## config.mk

```make
export PLATFORM = sky130hd
export DESIGN_NAME = lsfr_ctrl
export DESIGN_NICKNAME = d
export VERILOG_FILES = /design/src/rtl/lsfr_pkg.sv /design/src/rtl/lsfr_ctrl.sv
export SDC_FILE = /design/constraint.sdc
export NUM_CORES = 1
export LEC_CHECK = 0
export BUFFER_PORTS_ARGS = -buffer_cell sky130_fd_sc_hd__buf_4
export CORE_AREA = 2 2 39 41
export DETAILED_ROUTE_END_ITERATION = 10
export DIE_AREA = 0 0 41 43
export GPL_ROUTABILITY_DRIVEN = 1
export PLACE_DENSITY_LB_ADDON = 0.3
export SETUP_SLACK_MARGIN = 0.5
export SLEW_MARGIN = 20
export SYNTH_ARGS = -nofsm -noshare
export SYNTH_HDL_FRONTEND = slang
export SYNTH_SLANG_ARGS = --single-unit
```

## constraint.sdc

```tcl
create_clock -name clk_i -period 1.04 [get_ports clk_i]
set_input_delay 0.052 -clock clk_i [delete_from_list [all_inputs] [get_ports clk_i]]
set_output_delay 0.052 -clock clk_i [all_outputs]
set_load 0.005 [all_outputs]
```

## src/rtl/lsfr_pkg.sv

```systemverilog
// Shared types and constants of the label size filter.
// Used by the controller, the datapath, the top level and the checker.
package lsfr_pkg;

  localparam int unsigned NUM_LABELS_DEF = 4096;
  localparam int unsigned COUNT_BITS_DEF = 32;

  localparam int unsigned FUNC_W      = 2;
  localparam int unsigned LABEL_W     = 12;
  localparam int unsigned NEW_LABEL_W = 12;
  localparam int unsigned SIZE_W      = 32;
  localparam int unsigned KEPT_W      = 13;
  // wide enough to hold the largest label count itself
  localparam int unsigned LABEL_EXT_W = 17;
  localparam int unsigned CFG_W       = 32;
  localparam int unsigned PADDR_W     = 3;
  localparam int unsigned S_TDATA_W   = 16;
  localparam int unsigned M_TDATA_W   = 48;

  typedef enum logic [FUNC_W-1:0] {
    FUNC_COUNT = 2'd0,
    FUNC_RANK  = 2'd1,
    FUNC_QUERY = 2'd2,
    FUNC_NOP   = 2'd3
  } func_e;

  // register index taken from paddr[2]
  localparam logic REG_MAX_SIZE = 1'b0;

  typedef struct packed {
    logic clr_step;
    logic load;
    logic exec;
  } ctl_cmd_t;

  typedef struct packed {
    logic clr_last;
    logic exec_ok;
  } ctl_sts_t;

endpackage

```

## src/rtl/lsfr_ctrl.sv

```systemverilog
// Sequencer of the label size filter: clearing pass, accept, execute.
// Depends on lsfr_pkg for the command and status structs.
module lsfr_ctrl import lsfr_pkg::*; (
  input  logic     clk_i,
  input  logic     rst_ni,
  input  logic     s_tvalid_i,
  output logic     s_tready_o,
  output ctl_cmd_t cmd_o,
  input  ctl_sts_t sts_i
);

  typedef enum logic [1:0] {
    ST_CLEAR,
    ST_IDLE,
    ST_EXEC
  } state_e;

  state_e state_q, state_d;
  logic   tready_q;

  always_comb begin
    state_d = state_q;
    unique case (state_q)
      ST_CLEAR: begin
        if (sts_i.clr_last) state_d = ST_IDLE;
      end
      ST_IDLE: begin
        if (s_tvalid_i && tready_q) state_d = ST_EXEC;
      end
      ST_EXEC: begin
        // hold while a query waits for the output register
        if (sts_i.exec_ok) state_d = ST_IDLE;
      end
      default: state_d = ST_CLEAR;
    endcase
  end

  always_comb begin
    cmd_o.clr_step = (state_q == ST_CLEAR);
    cmd_o.load     = tready_q && s_tvalid_i;
    cmd_o.exec     = (state_q == ST_EXEC) && sts_i.exec_ok;
  end

  always_ff @(posedge clk_i or negedge rst_ni) begin
    if (!rst_ni) begin
      state_q  <= ST_CLEAR;
      tready_q <= 1'b0;
    end else begin
      state_q  <= state_d;
      tready_q <= (state_d == ST_IDLE);
    end
  end

  assign s_tready_o = tready_q;

endmodule

```

* Word-level counts from Yosys, hierarchy flattened *
Index checks and enable logic that the tools add are counted.

storage, ports and cells
  bits in registers = 3
  input port bits = 5
  logic and storage cells = 12

operators by class
  equal/unequal tests = 3
  muxes and demuxes = 4
  reduce and logical (&&, ||, !) cells = 3

operators with widths
  cell                  number
  $mux W2               3
  $pmux W2 S3           1
  $eq A2 B1 Y1 const B  2
  $eq A2 B2 Y1 const B  1
  $logic_and A1 B1 Y1   2
  $logic_not A2 Y1      1

* Depth between registers and ports, before layout *
Gate-level depths: netlist of the first run.

  depth in word-level cells = 4
  depth in mapped cells = 3
  gate-level depth less buffers = 3

* Least setup slack after synthesis of the first run *
OpenSTA, ideal clock, no wires.

  path type = flip-flop to flip-flop
  start = reg state_q[1]
  end = reg tready_q (netlist: s_tready_o)
  library setup time = 0.131 ns
  data arrival time = 0.691 ns
  path slack = 0.218 ns
  stages on the path, launching flop included = 3
  buffers on the path = 0
  path through = dfrtp_1 mux2i_1 o22ai_1

between the ends
  word-level cells in the longest chain between the ends = 3
  elaborated cells on any way between the ends = 8

ends and longest elaborated chain
  item                                  line             source
  start: declaration                    lsfr_ctrl.sv:18  state_e state_q, state_d;
  start signal: assignment              lsfr_ctrl.sv:49  state_q <= state_d;
  $eq A2 B2 Y1 (tied with other cells)  lsfr_ctrl.sv:23  unique case (state_q)
  $pmux W2 S3 (*)                       lsfr_ctrl.sv:23
  $eq A2 B1 Y1 (*)                      lsfr_ctrl.sv:50  tready_q <= (state_d == ST_IDLE);
  end signal: assignment                lsfr_ctrl.sv:50
  end: declaration                      lsfr_ctrl.sv:19  logic tready_q;

Mark *: on every way between the ends. The rest lies on a longest branch, timed or not.

==> metrics.txt, run 1 <==
worst-path cell chain=nor2_1 -> buf_4; synthesized area=135 µm²; R2R Setup Slk=140 ps; Routed WL=433 µm; Worst Max-Slew Pin Slew=173 ps; met1 Use GR=7.44%; hold path endpoint=state_q[1]; GR Util met2=7.50%; DRC=0; Slew Limit Headroom=88.2%; fillers=160; GR Overflow Total=0; Max Slew Vio Count=0; largest net degree at the start of global routing=7; drt pass-1 iters=2; Max-Cap Viols=0; port bufs=8; outcome=finished, final reports clean; placed inst area=215 µm²; synthesized area per cell=9.65 µm²; share of cells above drive strength 1=62.5%; total negative setup slack=0 ps; most used routing layer=met4; # diodes=0; CTS tree=built; worst hold path type=input port to register; post-layout net count=38; unrepaired setup endpoints after global routing=yes; core area=1380 µm²; Final ANT Viol Nets=0; met3 usage=6.28%; HP Start=sts_i[0]; xor-xnor portion of the synthesized cell area=0%; hpwl dp=281 µm; footprint of the multi-input gates=58.8 µm²; DR vias/cell=3.60; Yosys cell types=7; post-layout util=21.8%; commonest non-fill, non-tap cell in the layout=buf_4; register area share after synthesis=55.6%; combinational family with the most area after synthesis=simple AND/OR/NAND/NOR gates; Syn Nets=19; Critical Path RT=990 ps; Area Overhead vs Synth=123%; die area=1760 µm²; flops & latches, synth=3; antenna violations before repair=0; Clock Skews=5.72 ps; IO Pins=9; Tmin final=941 ps; clock root cell=clkbuf_4; Die Span Y=43 µm; Post-Synth Simple-Gate Area=20.4%; Compound-Gate Fraction of Synth Area=13.9%; clock-pin slew on the worst setup and hold paths=40 ps; IR drop worst, VDD=0.695 mV; period utilization=90.5%; CP Max Fanout=5; Worst setup EP type=output port; post-DR wirelength/cell=9.02 µm; design area=302 µm²; critical path class=register to output port; Final Hold Fails=0; H-tree depth=1; Syn Inst Count=14; Placer Congestion=0.612; reg2reg start=state_q[0]; first-pass GRT wire length=731 µm; Hold Path Stages=3; Register Area=77.6 µm²; PwrDens=2780 nW/µm²; Crit path largest cell delay=430 ps; vias in the first global route=174; LEAKAGE=0.143 nW; R2R depth=3; clock latency on the worst-skew pair=230 ps; Overall Power=839 µW; highest clock rate=1.06 GHz; most frequent cells in the layout=buf_4, o22ai_1, clkbuf_4; total CTS buffers=3; crit start category=register; Reg2Reg Capture Point=state_q[1]; worst-path cell with the longest stage delay=dfrtp_2; clock sink count=3; Clock Tree Buf Depth=2; critical path data arrival time=890 ps; All-Layer GR Usage=7.14%; starting density of the core=9.76%; Synth Area in Adders=0%; Initial DRC Count=2; Vias=173; die width=41 µm; setup violators final=0; Yosys Warn Count=0; multiplexer area fraction after synthesis=7.41%; # rows=14
-- metrics by stage --
stage	setup WS [ps]	hold slack, ps	cells
after floorplan	236	-244	14
after global placement	204	-157	38
after detailed placement	169	-159	38
after CTS	64.5	121	45
after global routing	36.6	132	48
final	99.2	122	48
-- what timing repair did --
item	4_1_cts	5_1_grt
resized for setup	3	2
hold buffers	1	0
endpoints found under the setup margin	7	7
pin swaps	2	2
endpoints found under the hold margin	3	0
buffers inserted	2	3
-- cell type report --
cell class              instances  area share (%)
clock buffers                   4            8.71
multi-input cells              10            19.5
inverters                       1            1.24
repair buffers                 14            38.2
flip-flops and latches          3            25.7
well taps                      16            6.64
-- routing by layer --
layer / vias to the layer above / share of wire, %
li1: 86 / -
met1: 78 / 44
met2: 9 / 43
met3: 0 / 13
met4: 0 / 0
met5: - / 0
-- state kept, by name (all words and copies together) (netlist names) --
name and flops:
state_q 2, s_tready_o 1
-- Yosys cell counts --
library cell / n / area, µm²
o22ai_1: 3 / 18.8
nand2b_1: 2 / 12.5
mux2i_1: 1 / 10.0
nor2_1: 2 / 7.51
nand2_1: 2 / 7.51
inv_1: 1 / 3.75
dfrtp_1: 3 / 75.1
-- how the worst max path moves through the flow --
stage                    start  cells past startpoint         end  slack [ps]
finish              state_q[0]                      2    cmd_o[0]         100
global route        state_q[1]                      3    cmd_o[0]          40
CTS                 state_q[1]                      3    cmd_o[0]          60
detailed placement  state_q[1]                      2  s_tready_o         170
global placement    state_q[1]                      2  s_tready_o         200
floorplan           state_q[1]                      2  s_tready_o         240
-- worst max-delay path, delay by kind of cell, from the launching register on --
kind	cells	cell delay (ps)
simple gates	1	110
buf+inv	1	110
flops	1	430
-- kinds of logic after synthesis --
kind of cell	Yosys count
and+or+nand+nor	6
AOI/OAI and AO/OA	3
DFF	3
muxes	1
buffers and inverters	1
-- power by group --
part / internal [mW] / total (mW) / switching, mW
Combinational: 0.250 / 0.383 / 0.133
Clock: 0.144 / 0.207 / 0.0631
Sequential: 0.181 / 0.249 / 0.0674
Note: power is estimated with default switching activity, not from simulation.
==> run 2: changes to the inputs <==
- PLACE_DENSITY_LB_ADDON: 0.3 -> 0.05
==> metrics.txt, run 2 (synthesized netlist as in run 1, its figures left out) <==
post-layout util=20.1%; DRC=0; antenna violations before repair=0; DR vias/cell=3.64; # diodes=0; total negative setup slack=0 ps; critical path class=register to output port; Seq pwr share=30.5%; CTS tree=built; IO Pins=9; clock root cell=clkbuf_4; crit start category=register; die width=41 µm; Slew Limit Headroom=87.0%; # rows=14; Worst setup EP type=output port; outcome=finished, final reports clean; setup violators final=0; clock latency on the worst-skew pair=230 ps; Final ANT Viol Nets=0; port bufs=8; drt pass-1 iters=2; highest clock rate=1.06 GHz; Largest register FFs=2; Final Hold Fails=0; Initial DRC Count=3; IR drop worst, VDD=0.618 mV; CP Max Fanout=5; Die Span Y=43 µm; period utilization=90.9%; share of cells above drive strength 1=55.2%; clock-pin slew on the worst setup and hold paths=40 ps; Vias=164; vias in the first global route=144; critical path data arrival time=890 ps; GR Overflow Total=0; clock sink count=3; Routed WL=384 µm; worst hold path type=input port to register; Cell Count, Final, Fillers Out=45; R2R Setup Slk=140 ps; hpwl dp=293 µm; LEAKAGE=0.130 nW; largest register by flop count=state_q; Tmin final=945 ps; total CTS buffers=3; most frequent cells in the layout=buf_4, o22ai_1, clkbuf_4; core area=1380 µm²; Worst Max-Slew Pin Slew=190 ps; Area Overhead vs Synth=106%; Max Slew Vio Count=0; Internal=533 µW; H-tree depth=1; starting density of the core=9.76%; Clock Power Share=26.0%; post-layout net count=35; Placed Cells incl. Taps=38; All-Layer GR Usage=5.23%; die area=1760 µm²; Critical Path RT=990 ps; Placer Congestion=0.646; switching power=247 µW; post-DR wirelength/cell=8.53 µm; sw frac=31.7%; commonest non-fill, non-tap cell in the layout=buf_4; Clock Tree Buf Depth=2; Clock Skews=0.468 ps; Max-Cap Viols=0; unrepaired setup endpoints after global routing=yes; first-pass GRT wire length=545 µm; PwrDens=2810 nW/µm²; power share of the combinational group=43.5%; largest net degree at the start of global routing=6
-- run 2: cell types whose count changed in the layout (fill, tap and decap cells not counted) --
cell,change
buf_4,-3
dfrtp_1,+1
dfrtp_2,-1
-- run 2: layout make-up --
cell class,instances,area [µm²]
clock buffer,4,26.3
fill,157,1110
inverter,1,3.75
multi-input combinational,10,58.8
sequential,3,76.3
tap,16,20.0
timing repair buffer,11,92.6
-- run 2: through the flow --
step | power (mW) | instance area, µm² | hold WS (ps) | worst slack (ps)
after floorplan | 0.348 | 135 | -244 | 236
after global placement | 0.499 | 215 | -155 | 119
after detailed placement | 0.494 | 215 | -156 | 119
after CTS | 0.771 | 269 | 103 | 45.5
after global routing | 0.848 | 278 | 105 | 30.1
final | 0.780 | 278 | 114 | 94.7
-- run 2: final timing paths --
kind,cells past startpoint,end,start
setup / recovery,3,cmd_o[0],state_q[1]
hold / removal,3,state_q[1],s_tvalid_i
setup reg to reg,2,s_tready_o,state_q[1]
hold reg to reg,2,state_q[1],s_tready_o
max in group asynchronous,2,state_q[1],rst_ni
min in group asynchronous,2,state_q[1],rst_ni
-- run 2: layer usage --
metal	global-route usage [%]	routed length (µm)	vias to the layer above
met5	0	0	-
met4	8.00	15	0
met3	1.57	30	2
met2	6.56	182	7
met1	5.18	156	76
li1	-	-	79
-- run 2: power by group through the flow --
stage	sequential, mW	clock [mW]	combinational, mW
6_report	0.238	0.203	0.339
5_1_grt	0.250	0.231	0.367
3_3_place_gp	0.239	0	0.259
3_5_place_dp	0.238	0	0.256
2_1_floorplan	0.227	0	0.122
4_1_cts	0.239	0.217	0.315
-- run 2: worst max-delay path: stages (launching register included) --
cell and delay [ps]:
dfrtp_2 390, nand2_1 60, nor2_1 90, buf_4 120
-- run 2: repair_timing --
| action | in CTS | in global routing |
|---|---|---|
| setup buffers | 1 | 1 |
| gates resized for setup | 3 | 1 |
| pin swaps | 4 | 2 |
| endpoints found under the setup margin | 7 | 7 |
| hold buffers | 1 | 0 |
| hold endpoints to repair | 3 | 0 |
